==> src/hw/rtl/calendar_clock_counter_macros.svh <==
// Assertion macros for the calendar clock RTL.
`ifndef CALENDAR_CLOCK_COUNTER_MACROS_SVH
`define CALENDAR_CLOCK_COUNTER_MACROS_SVH

// Same-cycle implication, checked at every rising clock edge outside reset.
`define CCLK_ASSERT_NOW(label, ante, cons, msg) \
    label: assert property (@(posedge aclk) disable iff (!aresetn) (ante) |-> (cons)) \
        else $error(msg);

// Next-cycle implication, checked at every rising clock edge outside reset.
`define CCLK_ASSERT_NEXT(label, ante, cons, msg) \
    label: assert property (@(posedge aclk) disable iff (!aresetn) (ante) |=> (cons)) \
        else $error(msg);

`endif

==> src/hw/rtl/cclk_pkg.sv <==
// Types, constants and calendar functions for the calendar clock counter.
package cclk_pkg;

    localparam int YEAR_BITS = 12;
    localparam int YEAR_W    = 12;
    localparam int YEAR_MIN  = 2000;
    localparam int YEAR_MAX  = (1 << YEAR_BITS) - 1;

    localparam logic [4:0] MONTH_LEN [12] = '{
        5'd31, 5'd28, 5'd31, 5'd30, 5'd31, 5'd30,
        5'd31, 5'd31, 5'd30, 5'd31, 5'd30, 5'd31
    };

    typedef enum logic {
        REQ_TICK = 1'b0,
        REQ_SET  = 1'b1
    } req_kind_t;

    typedef struct packed {
        logic              req_type;
        logic [3:0]        set_month;
        logic [4:0]        set_day;
        logic [YEAR_W-1:0] set_year;
        logic [4:0]        set_hour;
        logic [5:0]        set_minute;
        logic [5:0]        set_second;
    } req_t;

    typedef struct packed {
        logic [5:0]        cur_second;
        logic [5:0]        cur_minute;
        logic [4:0]        cur_hour;
        logic [4:0]        cur_day;
        logic [3:0]        cur_month;
        logic [YEAR_W-1:0] cur_year;
        logic              day_rolled;
    } res_t;

    typedef struct packed {
        logic [5:0]           second;
        logic [5:0]           minute;
        logic [4:0]           hour;
        logic [4:0]           day;
        logic [3:0]           month;
        logic [YEAR_BITS-1:0] year;
    } time_t;

    // Leap test without a divider: multiples of 100 and 400 are matched
    // against a constant list of candidates, all compared in parallel.
    function automatic logic is_leap(input logic [YEAR_BITS-1:0] y);
        logic mult100;
        logic mult400;
        mult100 = 1'b0;
        mult400 = 1'b0;
        for (int k = 0; k <= YEAR_MAX / 100; k++) begin
            if (y == YEAR_BITS'(k * 100)) begin
                mult100 = 1'b1;
                if ((k % 4) == 0) begin
                    mult400 = 1'b1;
                end
            end
        end
        return (y[1:0] == 2'b00) && (!mult100 || mult400);
    endfunction

    function automatic logic [4:0] days_in(input logic [3:0] m,
                                           input logic [YEAR_BITS-1:0] y);
        logic [3:0] idx;
        idx = (m >= 4'd1 && m <= 4'd12) ? m - 4'd1 : 4'd0;
        if (m == 4'd2 && is_leap(y)) begin
            return 5'd29;
        end
        return MONTH_LEN[idx];
    endfunction

endpackage

==> src/hw/rtl/cclk_step.sv <==
// Next-state logic of the calendar clock: one-second tick or validated load.
module cclk_step import cclk_pkg::*; (
    input  time_t cur_time,
    input  req_t  req,
    output time_t next_time,
    output logic  rolled
);

    logic [3:0]           set_month_v;
    logic [YEAR_BITS-1:0] set_year_v;
    logic [4:0]           set_dim;
    logic [4:0]           cur_dim;
    logic                 sec_wrap;
    logic                 min_wrap;
    logic                 hour_wrap;
    logic                 day_wrap;
    logic                 month_wrap;

    // Month and year are settled first so the day is checked against them.
    always_comb begin
        set_month_v = (req.set_month >= 4'd1 && req.set_month <= 4'd12) ?
                      req.set_month : 4'd1;
        if (req.set_year < YEAR_W'(YEAR_MIN)) begin
            set_year_v = YEAR_BITS'(YEAR_MIN);
        end else if ({5'd0, req.set_year} > 17'(YEAR_MAX)) begin
            set_year_v = YEAR_BITS'(YEAR_MAX);
        end else begin
            set_year_v = YEAR_BITS'(req.set_year);
        end
        set_dim = days_in(set_month_v, set_year_v);
    end

    assign cur_dim    = days_in(cur_time.month, cur_time.year);
    assign sec_wrap   = (cur_time.second == 6'd59);
    assign min_wrap   = sec_wrap && (cur_time.minute == 6'd59);
    assign hour_wrap  = min_wrap && (cur_time.hour == 5'd23);
    assign day_wrap   = hour_wrap && (cur_time.day >= cur_dim);
    assign month_wrap = day_wrap && (cur_time.month == 4'd12);

    always_comb begin
        next_time = cur_time;
        rolled    = 1'b0;
        if (req.req_type == REQ_SET) begin
            next_time.month  = set_month_v;
            next_time.year   = set_year_v;
            next_time.day    = (req.set_day >= 5'd1 && req.set_day <= set_dim) ?
                               req.set_day : 5'd1;
            next_time.hour   = (req.set_hour < 5'd24) ? req.set_hour : 5'd0;
            next_time.minute = (req.set_minute < 6'd60) ? req.set_minute : 6'd0;
            next_time.second = (req.set_second < 6'd60) ? req.set_second : 6'd0;
        end else begin
            rolled           = hour_wrap;
            next_time.second = sec_wrap ? 6'd0 : cur_time.second + 6'd1;
            if (sec_wrap) begin
                next_time.minute = min_wrap ? 6'd0 : cur_time.minute + 6'd1;
            end
            if (min_wrap) begin
                next_time.hour = hour_wrap ? 5'd0 : cur_time.hour + 5'd1;
            end
            if (hour_wrap) begin
                next_time.day = day_wrap ? 5'd1 : cur_time.day + 5'd1;
            end
            if (day_wrap) begin
                next_time.month = month_wrap ? 4'd1 : cur_time.month + 4'd1;
            end
            // The year holds at its maximum instead of wrapping.
            if (month_wrap && cur_time.year != YEAR_BITS'(YEAR_MAX)) begin
                next_time.year = cur_time.year + YEAR_BITS'(1);
            end
        end
    end

endmodule

==> src/hw/rtl/calendar_clock_counter.sv <==
// Top level of the calendar clock counter: input stage, clock state and result stage.
//
//   Channel  Ports                       Carries
//   input    s_valid s_ready s_payload   tick or set request (req_t)
//   result   m_valid m_ready m_payload   date, time and day-rollover flag (res_t)
//
// Every request gives one result, registered first in the input stage and
// then in the result stage; a new request can be taken in every cycle while the
// result is not held by m_ready. Reset brings the clock to 00:00:00 on
// 1 January 2000. While a result waits on m_ready, one more request is held
// in the input stage, after which s_ready drops.
`include "calendar_clock_counter_macros.svh"

module calendar_clock_counter import cclk_pkg::*; (
    input  logic aclk,
    input  logic aresetn,
    input  logic s_valid,
    output logic s_ready,
    input  req_t s_payload,
    output logic m_valid,
    input  logic m_ready,
    output res_t m_payload
);

    logic  in_valid_reg;
    req_t  in_req_reg;
    logic  out_valid_reg;
    res_t  out_res_reg;
    time_t time_reg;
    time_t time_next;
    logic  rolled;
    logic  advance;

    assign advance = in_valid_reg && (!out_valid_reg || m_ready);
    assign s_ready = !in_valid_reg || advance;

    cclk_step u_step (
        .cur_time  (time_reg),
        .req       (in_req_reg),
        .next_time (time_next),
        .rolled    (rolled)
    );

    always_ff @(posedge aclk) begin
        if (!aresetn) begin
            in_valid_reg    <= 1'b0;
            out_valid_reg   <= 1'b0;
            time_reg.second <= 6'd0;
            time_reg.minute <= 6'd0;
            time_reg.hour   <= 5'd0;
            time_reg.day    <= 5'd1;
            time_reg.month  <= 4'd1;
            time_reg.year   <= YEAR_BITS'(YEAR_MIN);
        end else begin
            if (s_ready) begin
                in_valid_reg <= s_valid;
            end
            if (advance) begin
                out_valid_reg <= 1'b1;
                time_reg      <= time_next;
            end else if (m_ready) begin
                out_valid_reg <= 1'b0;
            end
        end
    end

    always_ff @(posedge aclk) begin
        if (s_ready && s_valid) begin
            in_req_reg <= s_payload;
        end
        if (advance) begin
            out_res_reg.cur_second <= time_next.second;
            out_res_reg.cur_minute <= time_next.minute;
            out_res_reg.cur_hour   <= time_next.hour;
            out_res_reg.cur_day    <= time_next.day;
            out_res_reg.cur_month  <= time_next.month;
            out_res_reg.cur_year   <= YEAR_W'(time_next.year);
            out_res_reg.day_rolled <= rolled;
        end
    end

    assign m_valid   = out_valid_reg;
    assign m_payload = out_res_reg;

    `CCLK_ASSERT_NOW(a_month_range, 1'b1, time_reg.month >= 4'd1 && time_reg.month <= 4'd12, "month out of range")
    `CCLK_ASSERT_NOW(a_day_range, 1'b1, time_reg.day >= 5'd1 && time_reg.day <= 5'd31, "day out of range")
    `CCLK_ASSERT_NOW(a_roll_midnight, out_valid_reg && out_res_reg.day_rolled, out_res_reg.cur_second == 6'd0 && out_res_reg.cur_minute == 6'd0 && out_res_reg.cur_hour == 5'd0, "rollover away from midnight")
    `CCLK_ASSERT_NEXT(a_state_hold, !advance, $stable(time_reg), "clock state moved without a request")

endmodule
==> config.mk <==
export PLATFORM = sky130hd
export DESIGN_NAME = calendar_clock_counter
export DESIGN_NICKNAME = d
export VERILOG_FILES = /design/src/hw/rtl/cclk_pkg.sv /design/src/hw/rtl/cclk_step.sv /design/src/hw/rtl/calendar_clock_counter.sv
export VERILOG_INCLUDE_DIRS = /design/src /design/src/hw/rtl
export SDC_FILE = /design/constraint.sdc
export NUM_CORES = 1
export LEC_CHECK = 0
export ABC_AREA = 1
export BUFFER_PORTS_ARGS = -buffer_cell sky130_fd_sc_hd__buf_4
export CAP_MARGIN = 0
export CORE_MARGIN = 10
export CORE_UTILIZATION = 29
export CTS_CLUSTER_SIZE = 10
export DETAILED_ROUTE_END_ITERATION = 10
export PLACE_DENSITY_LB_ADDON = 0.08
export SLEW_MARGIN = 10
export SYNTH_ARGS = -nofsm -noshare
export SYNTH_HDL_FRONTEND = slang
export SYNTH_HIERARCHICAL = 1
export SYNTH_SLANG_ARGS = --single-unit
==> constraint.sdc <==
create_clock -name aclk -period 10.08 [get_ports aclk]
set_input_delay 0 -clock aclk [delete_from_list [all_inputs] [get_ports aclk]]
set_output_delay 0 -clock aclk [all_outputs]
set_load 0.02 [all_outputs]
==> impl_metrics.sql, run 1 <==
INSERT INTO impl_metrics (metric_group, metric, value, unit) VALUES
('run_status', 'status', 'completed', ''),
('pwr', 'power_density', '159.2', 'nW/µm²'),
('worst_setup_path', 'worstSetupStartpointType', 'flop', ''),
('clock_tree', 'clk_pin_slew', '0.05', 'ns'),
('worst_setup_path', 'crit_required', '10.39', 'ns'),
('worst_setup_path', 'timing.critical_path.fanout_max', '9', ''),
('synthesis', 'yosys.cell_types.count', '44', ''),
('synthesis', 'synthesis.yosys.warnings', '6', ''),
('clock_tree', 'cts_num_sinks', '118', ''),
('route', 'vias_per_cell', '4.697', ''),
('route', 'wire_per_inst', '15.60', 'µm'),
('sta', 'setup_viol', '0', ''),
('clock_tree', 'clock_tree_from_tritoncts', 'yes', ''),
('global_routing', 'grt_max_degree', '71', ''),
('pwr', 'vdd_drop_max', '0.00009736', 'V'),
('clock_tree', 'ctsLongestPathBuffers', '2', ''),
('worst_setup_path', 'cp-end-kind', 'flop', ''),
('route', 'drt-initial-drc-count', '431', ''),
('synthesis', 'syn_area_per_cell', '7.862', 'µm²'),
('floorplanning', 'placementRows', '56', ''),
('clock_tree', 'post_cts_buffers', '0', ''),
('clock_tree', 'htree_num_levels', '4', ''),
('pwr', 'report.power.total', '1.393', 'mW'),
('global_routing', 'grt_pass1_wl', '33030', 'µm'),
('placement', 'buffer_ports.inserted', '83', ''),
('floorplanning', 'floorplan.initialDensity', '29.36', '%'),
('global_routing', 'grt.overflow.total', '0', ''),
('sta', 'finalHoldViolCount', '0', ''),
('global_routing', 'first_global_vias', '6061', ''),
('floorplanning', 'die_height', '173.9', 'µm'),
('route', 'drcViolationCount', '0', ''),
('worst_setup_path', 'reg2reg_depth', '24', ''),
('clock_tree', 'clkLatencyLatePin', '0.43', 'ns'),
('finish', 'multi_input_area', '3047', 'µm²'),
('placement', 'numPlacedInstances', '1251', ''),
('finish', 'ff_latch_area', '3144', 'µm²'),
('job', 'max-cap-violations', '0', ''),
('worst_setup_path', 'cp.arrival', '4.50', 'ns'),
('sta', 'rsz0062_at_grt', 'no', ''),
('clock_tree', 'post_cts_resized', '0', ''),
('pwr', 'power_switching', '366.0', 'µW'),
('global_routing', 'grt_antenna_before_repair', '0', ''),
('floorplanning', 'boundaryPins', '84', ''),
('clock_tree', 'cts.root.buffer_cell', 'sky130_fd_sc_hd__clkbuf_16', ''),
('worst_setup_path', 'worst_r2r_endpoint', 'time_reg[0]', ''),
('pwr', 'leakage', '3.809', 'nW'),
('global_routing', 'met3_usage', '3.250', '%'),
('finish', 'mostFrequentLayoutCell', 'sky130_fd_sc_hd__nand2_1', ''),
('clock_tree', 'cts.hold.buffers_added', '41', ''),
('worst_setup_path', 'reg2reg_slack', '5.89', 'ns'),
('finish', 'antenna_cells', '0', ''),
('pwr', 'share_comb_of_total_power', '13.5', '%'),
('floorplanning', 'floorplan.core_area', '23400', 'µm²'),
('synthesis', 'postSynthNetCount', '935', ''),
('global_routing', 'gr-usage-met1', '17.76', '%'),
('min_path', 'worstHoldPathType', 'input port to flop', ''),
('global_routing', 'grt.total_usage', '13.65', '%'),
('pwr', 'internal_power', '1.027', 'mW'),
('pwr', 'clkPwrFrac', '45.2', '%'),
('finish', 'area_growth', '27.35', '%'),
('min_path', 'timing.hold.worst_endpoint', 'time_reg[4]', ''),
('synthesis', 'synthesis.instances', '874', ''),
('synthesis', 'syn-cell-area', '6872', 'µm²'),
('floorplanning', 'die_width', '173.9', 'µm'),
('placement', 'dp_hpwl', '14420', 'µm'),
('synthesis', 'synth_seq_cells', '118', ''),
('global_routing', 'gr-max-usage-layer', 'met2', ''),
('route', 'vias', '6219', ''),
('sta', 'setup_total_negative_slack', '0', 'ns'),
('pwr', 'sw_share', '26.27', '%'),
('placement', 'gp_congestion', '0.9237', '');
==> Yosys cell counts <==
library cell	instances	area (µm²)
sky130_fd_sc_hd__dfxtp_1	40	800.8
sky130_fd_sc_hd__nand3_2	2	20.02
sky130_fd_sc_hd__ha_1	18	225.2
sky130_fd_sc_hd__a21o_2	1	8.760
sky130_fd_sc_hd__nor2_1	109	409.1
sky130_fd_sc_hd__xor2_1	11	96.34
sky130_fd_sc_hd__o21ai_0	31	155.2
sky130_fd_sc_hd__o32ai_1	4	35.03
sky130_fd_sc_hd__nand3_4	1	17.52
sky130_fd_sc_hd__buf_6	6	67.56
sky130_fd_sc_hd__o2111ai_1	1	8.760
sky130_fd_sc_hd__edfxtp_1	78	2342
sky130_fd_sc_hd__or2_2	2	12.51
sky130_fd_sc_hd__buf_2	14	70.07
sky130_fd_sc_hd__nor2_2	3	18.77
sky130_fd_sc_hd__nand4_1	21	131.4
sky130_fd_sc_hd__o21a_1	2	15.01
sky130_fd_sc_hd__a31oi_1	5	31.28
sky130_fd_sc_hd__nor3_1	16	80.08
sky130_fd_sc_hd__nand2_1	179	671.9
sky130_fd_sc_hd__nand3_1	84	420.4
sky130_fd_sc_hd__o22ai_1	12	75.07
sky130_fd_sc_hd__a22o_1	1	8.760
sky130_fd_sc_hd__o41ai_1	3	26.28
sky130_fd_sc_hd__inv_2	3	11.26
sky130_fd_sc_hd__nor4_1	2	12.51
sky130_fd_sc_hd__a22oi_1	4	30.03
sky130_fd_sc_hd__o21bai_1	3	22.52
sky130_fd_sc_hd__nand2_4	2	22.52
sky130_fd_sc_hd__a32oi_1	1	8.760
sky130_fd_sc_hd__clkbuf_1	5	18.77
sky130_fd_sc_hd__buf_4	3	22.52
sky130_fd_sc_hd__nand3b_1	4	30.03
sky130_fd_sc_hd__o211ai_1	2	15.01
sky130_fd_sc_hd__inv_1	131	491.7
sky130_fd_sc_hd__nor3_2	1	10.01
sky130_fd_sc_hd__nor3_4	1	16.27
sky130_fd_sc_hd__nor2_8	2	40.04
sky130_fd_sc_hd__a32o_1	2	20.02
sky130_fd_sc_hd__o31ai_1	2	15.01
sky130_fd_sc_hd__nand2_2	3	18.77
sky130_fd_sc_hd__o221ai_1	2	17.52
sky130_fd_sc_hd__xnor2_1	4	35.03
sky130_fd_sc_hd__a21oi_1	53	265.3
==> worst max path at each step <==
| stage | start | to | cells past startpoint |
|---|---|---|---|
| floorplan | time_reg[0] | time_reg[3] | 24 |
| global route | time_reg[0] | time_reg[0] | 27 |
| finish | time_reg[0] | time_reg[0] | 24 |
| detailed placement | time_reg[0] | time_reg[0] | 27 |
| CTS | time_reg[0] | time_reg[0] | 27 |
| global placement | time_reg[0] | time_reg[0] | 27 |
==> metrics by stage <==
| stage | utilization (%) | hold WS, ns | area (µm²) |
|---|---|---|---|
| after floorplan | - | 0.09887 | 6872 |
| after global placement | 33.07 | 0.1782 | 7739 |
| after detailed placement | 33.07 | 0.1793 | 7739 |
| after CTS | 37.39 | 0.02315 | 8751 |
| after global routing | 37.39 | 0.04068 | 8751 |
| final | 37.39 | 0.03085 | 8751 |
==> area by class of cell <==
type / count / share of cell area [%]
Clock inverter: 10 / 1.458
Inverter: 134 / 5.748
Multi-Input combinational cell: 594 / 34.82
Sequential cell: 118 / 35.93
Timing Repair Buffer: 127 / 12.07
Clock buffer: 22 / 5.419
Tap cell: 319 / 4.561
==> routing by layer <==
layer	vias up	wire length, µm
met5	-	0
met4	0	365
met3	29	928
met2	150	9426
met1	2886	9933
li1	3154	-
==> cells by family (layout without fill, tap and decap cells) <==
logic type,Yosys count,count (layout),share of synthesized area (%)
simple gates,432,432,28.11
fa+ha+maj,18,18,3.278
compound gates,129,129,11.03
xor+xnor,15,15,1.912
buf+inv,162,293,9.923
flops,118,118,45.74
==> power groups by stage <==
stage	Clock [mW]	Combinational, mW	Sequential, mW
detailed placement	0	0.177	0.585
global route	0.666	0.213	0.580
finish	0.630	0.189	0.575
global placement	0	0.179	0.586
floorplan	0	0.111	0.587
CTS	0.646	0.190	0.575
==> worst max-delay path, cell delays in order, from the launching register on <==
cell	delay, ns
sky130_fd_sc_hd__dfxtp_1	0.35
sky130_fd_sc_hd__inv_1	0.11
sky130_fd_sc_hd__ha_1	0.28
sky130_fd_sc_hd__nand3_1	0.33
sky130_fd_sc_hd__or2_2	0.42
sky130_fd_sc_hd__a21oi_1	0.14
sky130_fd_sc_hd__a31oi_1	0.06
sky130_fd_sc_hd__nand4_1	0.09
sky130_fd_sc_hd__nor2_1	0.04
sky130_fd_sc_hd__o21bai_1	0.17
sky130_fd_sc_hd__nand2_1	0.09
sky130_fd_sc_hd__ha_1	0.27
sky130_fd_sc_hd__o21ai_0	0.07
sky130_fd_sc_hd__nand2_1	0.06
sky130_fd_sc_hd__nand2_1	0.15
sky130_fd_sc_hd__nor2_8	0.23
sky130_fd_sc_hd__nand3_4	0.20
sky130_fd_sc_hd__inv_2	0.20
sky130_fd_sc_hd__nand2_1	0.08
sky130_fd_sc_hd__nand3_1	0.13
sky130_fd_sc_hd__o21ai_0	0.23
sky130_fd_sc_hd__inv_1	0.12
sky130_fd_sc_hd__nand3_1	0.08
sky130_fd_sc_hd__nand2_1	0.10
sky130_fd_sc_hd__nor2_1	0.04
No activity file was read; power rests on OpenSTA's default activity.
==> inputs of run 2 (changes only) <==
- clock period: 10.08 -> 4 ns (I/O delays scaled with it)
==> impl_metrics.sql, run 2 (synthesis results as in run 1) <==
INSERT INTO impl_metrics (metric_group, metric, value, unit) VALUES
('pwr', 'power_density', '390.0', 'nW/µm²'),
('floorplanning', 'die_width', '173.9', 'µm'),
('sta', 'clock.fmax', '272.2', 'MHz'),
('route', 'vias', '6252', ''),
('floorplanning', 'placementRows', '56', ''),
('worst_setup_path', 'timing.rr.start', 'time_reg[0]', ''),
('worst_setup_path', 'path_delay_family', 'simple AND/OR/NAND/NOR gates', ''),
('placement', 'numPlacedInstances', '1268', ''),
('min_path', 'worstHoldPathType', 'input port to flop', ''),
('placement', 'buffer_ports.inserted', '83', ''),
('worst_setup_path', 'worstSetupPathType', 'flop to flop', ''),
('worst_setup_path', 'cp.arrival', '3.98', 'ns'),
('sta', 'rsz0062_at_grt', 'no', ''),
('finish', 'mostFrequentLayoutCells', 'sky130_fd_sc_hd__nand2_1 (178), sky130_fd_sc_hd__inv_1 (130), sky130_fd_sc_hd__nor2_1 (107), sky130_fd_sc_hd__buf_4 (107), sky130_fd_sc_hd__nand3_1 (83)', ''),
('finish', 'layout-drive-gt1-share', '16.67', '%'),
('worst_setup_path', 'timing.critical_path.slowest_stage_cell', 'sky130_fd_sc_hd__dfxtp_2', ''),
('placement', 'gp_congestion', '0.8844', ''),
('route', 'drt-total-wl', '20590', 'µm'),
('sta', 'fin_crit_sh', '91.85', '%'),
('sta', 'period_needed', '3.674', 'ns'),
('worst_setup_path', 'cp-end-kind', 'flop', ''),
('route', 'wire_per_inst', '15.31', 'µm'),
('finish', 'final_core_util', '38.16', '%'),
('worst_setup_path', 'critical_path.max_stage_delay', '0.34', 'ns'),
('sta', 'layout_setup_ws', '0.3260', 'ns'),
('pwr', 'vdd_drop_max', '0.0002069', 'V'),
('finish', 'antenna_cells', '0', ''),
('clock_tree', 'ctsLongestPathBuffers', '2', ''),
('floorplanning', 'die_area', '30250', 'µm²'),
('worst_setup_path', 'timing.critical_path.fanout_max', '6', ''),
('global_routing', 'grt_antenna_before_repair', '0', ''),
('clock_tree', 'clkLatencyLatePin', '0.42', 'ns'),
('sta', 'worst-slew-pin-transition', '1.025', 'ns'),
('finish', 'mostFrequentLayoutCell', 'sky130_fd_sc_hd__nand2_1', ''),
('route', 'drt-initial-drc-count', '431', ''),
('placement', 'pre_cts_ws', '0.1499', 'ns'),
('global_routing', 'grt.total_usage', '13.59', '%'),
('clock_tree', 'clk_pin_slew', '0.06', 'ns'),
('worst_setup_path', 'worstSetupStartpointType', 'flop', ''),
('worst_setup_path', 'worst_r2r_endpoint', 'time_reg[2]', ''),
('clock_tree', 'cts_inserted_buffers', '17', ''),
('worst_setup_path', 'path_common_cell', 'sky130_fd_sc_hd__nand2_1', ''),
('route', 'vias_per_cell', '4.648', ''),
('min_path', 'hp-start', 'aresetn', ''),
('finish', 'area_growth', '29.97', '%'),
('floorplanning', 'boundaryPins', '84', ''),
('worst_setup_path', 'reg2reg_depth', '24', ''),
('floorplanning', 'floorplan.initialDensity', '29.36', '%'),
('placement', 'post_dp_cell_area', '7866', 'µm²'),
('sta', 'setup_total_negative_slack', '0', 'ns'),
('worst_setup_path', 'crit_required', '4.30', 'ns'),
('min_path', 'timing.hold.worst_path_depth', '2', ''),
('sta', 'fin_worst_skew', '0.01397', 'ns'),
('global_routing', 'grt_pass1_wl', '33290', 'µm'),
('placement', 'dp_hpwl', '14400', 'µm'),
('sta', 'maxSlewViolCount', '0', ''),
('sta', 'setup_viol', '0', ''),
('pwr', 'leakage', '3.911', 'nW'),
('min_path', 'timing.hold.worst_endpoint', 'time_reg[16]', ''),
('run_status', 'status', 'completed', ''),
('global_routing', 'first_global_vias', '6245', ''),
('clock_tree', 'htree_num_levels', '4', ''),
('route', 'count_of_nets_left_with_antenna_violations_after_detail_routing', '0', ''),
('pwr', 'report.power.total', '3.483', 'mW'),
('sta', 'worst_hold_slack', '0.04652', 'ns'),
('global_routing', 'grt.overflow.total', '0', ''),
('worst_setup_path', 'crit_chain', 'inv_1, ha_1, nand3_1, nor3_1, o21bai_1, nand2_1, nor2_1, nand3_1, nor2_1, o21bai_2, nand2_1, ha_1, o21ai_0, nand2_1, nand2_1, nor2_8, nand3_4, buf_4, o21ai_0, a31oi_2, inv_1, nand3_1, nand2_1, nor2_1', ''),
('floorplanning', 'floorplan.core_area', '23400', 'µm²'),
('worst_setup_path', 'reg2reg_slack', '0.33', 'ns'),
('sta', 'relSlewSlack', '31.57', '%'),
('clock_tree', 'cts_num_sinks', '118', ''),
('finish', 'post-route-cell-area', '8931', 'µm²'),
('route', 'dr.pass1.iters', '7', ''),
('worst_setup_path', 'path_buf_inv', '3', ''),
('route', 'drcViolationCount', '0', ''),
('job', 'max-cap-violations', '0', ''),
('sta', 'finalHoldViolCount', '0', ''),
('finish', 'final_nets', '1074', ''),
('clock_tree', 'cts.root.buffer_cell', 'sky130_fd_sc_hd__clkbuf_16', ''),
('clock_tree', 'clock_tree_from_tritoncts', 'yes', ''),
('finish', 'layout.cells.non_filler', '1345', ''),
('global_routing', 'grt_max_degree', '71', ''),
('floorplanning', 'die_height', '173.9', 'µm');
[run 2: cell types whose count changed in the layout (fill, tap and decap cells not counted), sizes merged]
cell / change
inv: +2
bufinv: -1
clkinv: +3
clkbuf: -4
buf: +21
[run 2: timing repair]
| item | CTS | global route |
|---|---|---|
| setup endpoints to repair | 0 | 26 |
| setup buffers | 0 | 4 |
| hold buffers | 41 | 0 |
| gates resized for setup | 0 | 11 |
| endpoints found under the hold margin | 40 | 0 |
[run 2: worst max path at each step]
stage	from	to	slack, ns	cells past startpoint
2_1_floorplan	time_reg[0]	time_reg[3]	0.84	24
3_3_place_gp	time_reg[0]	time_reg[2]	0.27	23
3_5_place_dp	time_reg[0]	time_reg[2]	0.15	23
4_1_cts	time_reg[0]	time_reg[2]	0.13	23
5_1_grt	time_reg[4]	time_reg[11]	0.02	27
6_report	time_reg[0]	time_reg[2]	0.33	24
[run 2: area by class of cell]
| cell class | instances | area (µm²) |
|---|---|---|
| clock buffers | 18 | 439.2 |
| clock inverters | 14 | 151.4 |
| fillers | 2479 | 14470 |
| inverters | 134 | 505.5 |
| multi-input cells | 594 | 3074 |
| flip-flops and latches | 118 | 3148 |
| well taps | 319 | 399.1 |
| repair buffers | 148 | 1214 |
[run 2: power breakdown]
group | total, mW | switching [mW] | internal [mW]
logic | 0.496 | 0.298 | 0.198
clock network | 1.54 | 0.602 | 0.938
registers | 1.45 | 0.0607 | 1.39
[run 2: layer usage]
layer	global-route usage [%]	share of wire (%)	routed length, µm
met3	2.990	4.0	826
met2	22.36	47	9700
met4	4.809	1.9	400
met1	17.16	47	9658
met5	0	0	0
==> inputs of run 3 (changes only) <==
- CORE_UTILIZATION: 29 -> 35
- RECOVER_POWER: default -> 25
==> impl_metrics.sql, run 3 (synthesis results as in run 1) <==
INSERT INTO impl_metrics (metric_group, metric, value, unit) VALUES
('run_status', 'status', 'completed', ''),
('route', 'vias', '6280', ''),
('worst_setup_path', 'cp.arrival', '3.99', 'ns'),
('finish', 'area_growth', '27.77', '%'),
('worst_setup_path', 'reg2reg_slack', '0.36', 'ns'),
('worst_setup_path', 'critical_path.max_stage_delay', '0.38', 'ns'),
('clock_tree', 'cts_inserted_buffers', '17', ''),
('floorplanning', 'floorplan.core_area', '19400', 'µm²'),
('global_routing', 'first_global_vias', '6113', ''),
('clock_tree', 'htree_num_levels', '4', ''),
('sta', 'period_needed', '3.638', 'ns'),
('route', 'wire_per_inst', '15.13', 'µm'),
('pwr', 'clkPwrFrac', '44.0', '%'),
('sta', 'layout_setup_ws', '0.3622', 'ns'),
('global_routing', 'grt_max_degree', '71', ''),
('pwr', 'sw_share', '27.18', '%'),
('sta', 'maxSlewViolCount', '0', ''),
('placement', 'pre_cts_ws', '0.2110', 'ns'),
('worst_setup_path', 'worstSetupStartpointType', 'flop', ''),
('worst_setup_path', 'worstSetupPathType', 'flop to flop', ''),
('sta', 'fin_worst_skew', '0.007850', 'ns'),
('clock_tree', 'ctsLongestPathBuffers', '2', ''),
('floorplanning', 'die_height', '160.1', 'µm'),
('clock_tree', 'cts_num_sinks', '118', ''),
('worst_setup_path', 'timing.critical_path.fanout_max', '6', ''),
('worst_setup_path', 'timing.critical_path.slowest_stage_cell', 'sky130_fd_sc_hd__dfxtp_1', ''),
('pwr', 'vdd_drop_max', '0.0002943', 'V'),
('route', 'drcViolationCount', '0', ''),
('finish', 'antenna_cells', '0', ''),
('floorplanning', 'floorplan.initialDensity', '35.42', '%'),
('clock_tree', 'clkLatencyLatePin', '0.42', 'ns'),
('worst_setup_path', 'path_common_cell', 'sky130_fd_sc_hd__nand2_1', ''),
('global_routing', 'grt.overflow.total', '0', ''),
('finish', 'mostFrequentLayoutCells', 'sky130_fd_sc_hd__nand2_1 (177), sky130_fd_sc_hd__inv_1 (130), sky130_fd_sc_hd__nor2_1 (109), sky130_fd_sc_hd__nand3_1 (83), sky130_fd_sc_hd__edfxtp_1 (78)', ''),
('pwr', 'power_density', '392.2', 'nW/µm²'),
('sta', 'fin_crit_sh', '90.94', '%'),
('pwr', 'internal_power', '2.507', 'mW'),
('min_path', 'worstHoldPathType', 'input port to flop', ''),
('global_routing', 'grt_pass1_wl', '31810', 'µm'),
('finish', 'num-fill-cells', '1987', ''),
('floorplanning', 'placementRows', '51', ''),
('worst_setup_path', 'crit_required', '4.35', 'ns'),
('clock_tree', 'clk_pin_slew', '0.06', 'ns'),
('pwr', 'sequentialPowerShare', '42.0', '%'),
('placement', 'dp_hpwl', '14120', 'µm'),
('floorplanning', 'die_area', '25640', 'µm²'),
('finish', 'final_nets', '1074', ''),
('route', 'drt-initial-drc-count', '451', ''),
('sta', 'relSlewSlack', '30.00', '%'),
('worst_setup_path', 'path_buf_inv', '5', ''),
('finish', 'ff_latch_area', '3146', 'µm²'),
('sta', 'setup_viol', '0', ''),
('global_routing', 'grt.total_usage', '15.28', '%'),
('route', 'dr.pass1.iters', '6', ''),
('sta', 'finalHoldViolCount', '0', ''),
('pwr', 'power_switching', '935.9', 'µW'),
('pwr', 'report.power.total', '3.443', 'mW'),
('sta', 'worst-slew-pin-transition', '1.036', 'ns'),
('sta', 'clock.fmax', '274.9', 'MHz'),
('route', 'drt-total-wl', '19540', 'µm'),
('clock_tree', 'clock_tree_from_tritoncts', 'yes', ''),
('worst_setup_path', 'cp-end-kind', 'flop', ''),
('worst_setup_path', 'path_delay_family', 'simple AND/OR/NAND/NOR gates', ''),
('route', 'count_of_nets_left_with_antenna_violations_after_detail_routing', '0', ''),
('route', 'vias_per_cell', '4.864', ''),
('placement', 'gp_congestion', '0.9398', ''),
('pwr', 'share_comb_of_total_power', '13.9', '%'),
('global_routing', 'grt_antenna_before_repair', '0', ''),
('finish', 'multi_input_area', '3072', 'µm²'),
('finish', 'layout-drive-gt1-share', '14.33', '%'),
('floorplanning', 'boundaryPins', '84', ''),
('pwr', 'leakage', '3.816', 'nW'),
('placement', 'buffer_ports.inserted', '83', ''),
('finish', 'mostFrequentLayoutCell', 'sky130_fd_sc_hd__nand2_1', ''),
('clock_tree', 'cts.root.buffer_cell', 'sky130_fd_sc_hd__clkbuf_16', ''),
('sta', 'setup_total_negative_slack', '0', 'ns'),
('job', 'max-cap-violations', '0', ''),
('sta', 'rsz0062_at_grt', 'no', ''),
('floorplanning', 'die_width', '160.1', 'µm');
run 3: worst register-to-register path, cell delays in order, from the launching register on:
cell and delay, ns:
sky130_fd_sc_hd__dfxtp_1 0.38, sky130_fd_sc_hd__inv_1 0.09, sky130_fd_sc_hd__ha_1 0.24, sky130_fd_sc_hd__inv_1 0.09
sky130_fd_sc_hd__nor3_1 0.05, sky130_fd_sc_hd__buf_4 0.16, sky130_fd_sc_hd__inv_1 0.11, sky130_fd_sc_hd__nor2_1 0.06
sky130_fd_sc_hd__nand2_1 0.05, sky130_fd_sc_hd__o21ai_0 0.07, sky130_fd_sc_hd__a31oi_1 0.16, sky130_fd_sc_hd__nand4_1 0.14
sky130_fd_sc_hd__o21bai_2 0.19, sky130_fd_sc_hd__nand2_1 0.08, sky130_fd_sc_hd__ha_1 0.27, sky130_fd_sc_hd__o21ai_0 0.08
sky130_fd_sc_hd__nand2_1 0.08, sky130_fd_sc_hd__nand2_2 0.09, sky130_fd_sc_hd__nor2_8 0.14, sky130_fd_sc_hd__nand3_4 0.17
sky130_fd_sc_hd__buf_4 0.19, sky130_fd_sc_hd__nor3_2 0.12, sky130_fd_sc_hd__xor2_1 0.18, sky130_fd_sc_hd__nand2_1 0.07
sky130_fd_sc_hd__nand2_1 0.11, sky130_fd_sc_hd__nand3_1 0.08, sky130_fd_sc_hd__nand3_1 0.12
run 3: power groups by stage:
| stage | clock network [mW] | registers (mW) | logic (mW) |
|---|---|---|---|
| finish | 1.52 | 1.45 | 0.480 |
| global placement | 0 | 1.47 | 0.459 |
| CTS | 1.55 | 1.45 | 0.489 |
| global route | 1.63 | 1.46 | 0.542 |
| floorplan | 0 | 1.48 | 0.279 |
| detailed placement | 0 | 1.47 | 0.456 |
run 3: path summary, 6_finish.rpt:
path / from / end / cells past startpoint
setup / recovery: time_reg[1] / time_reg[4] / 26
hold / removal: aresetn / time_reg[6] / 2
setup reg to reg: time_reg[1] / time_reg[4] / 26
hold reg to reg: time_reg[37] / time_reg[37] / 2
run 3: cell type report:
class / instances / share of cell area [%]
clock buffers: 18 / 5.002
repair buffers: 148 / 12.97
well taps: 265 / 3.777
flip-flops and latches: 118 / 35.83
multi-input cells: 594 / 34.99
clock inverters: 14 / 1.710
inverters: 134 / 5.729
run 3: metrics by stage:
stage	util (%)	instances	area (µm²)	hold slack, ns
after CTS	45.32	1286	8791	0.006839
final	45.26	1291	8780	0.02323
after detailed placement	40.16	1213	7791	0.1795
after global placement	40.16	1213	7791	0.1785
after global routing	45.26	1291	8780	0.02726
after floorplan	-	874	6872	0.09887
run 3: repair_timing:
action / 4_1_cts / 5_1_grt
gates resized for setup: 0 / 8
buffers inserted: 0 / 5
endpoints found under the hold margin: 40 / 0
hold buffers: 41 / 0
endpoints found under the setup margin: 0 / 28
run 3: metal layers:
| layer | vias to the layer above | GRT usage (%) | share of wire (%) |
|---|---|---|---|
| li1 | 3193 | - | - |
| met4 | 0 | 5.092 | 1.7 |
| met2 | 189 | 24.72 | 47 |
| met1 | 2870 | 19.38 | 46 |
| met5 | - | 0 | 0 |
| met3 | 28 | 3.985 | 5.2 |
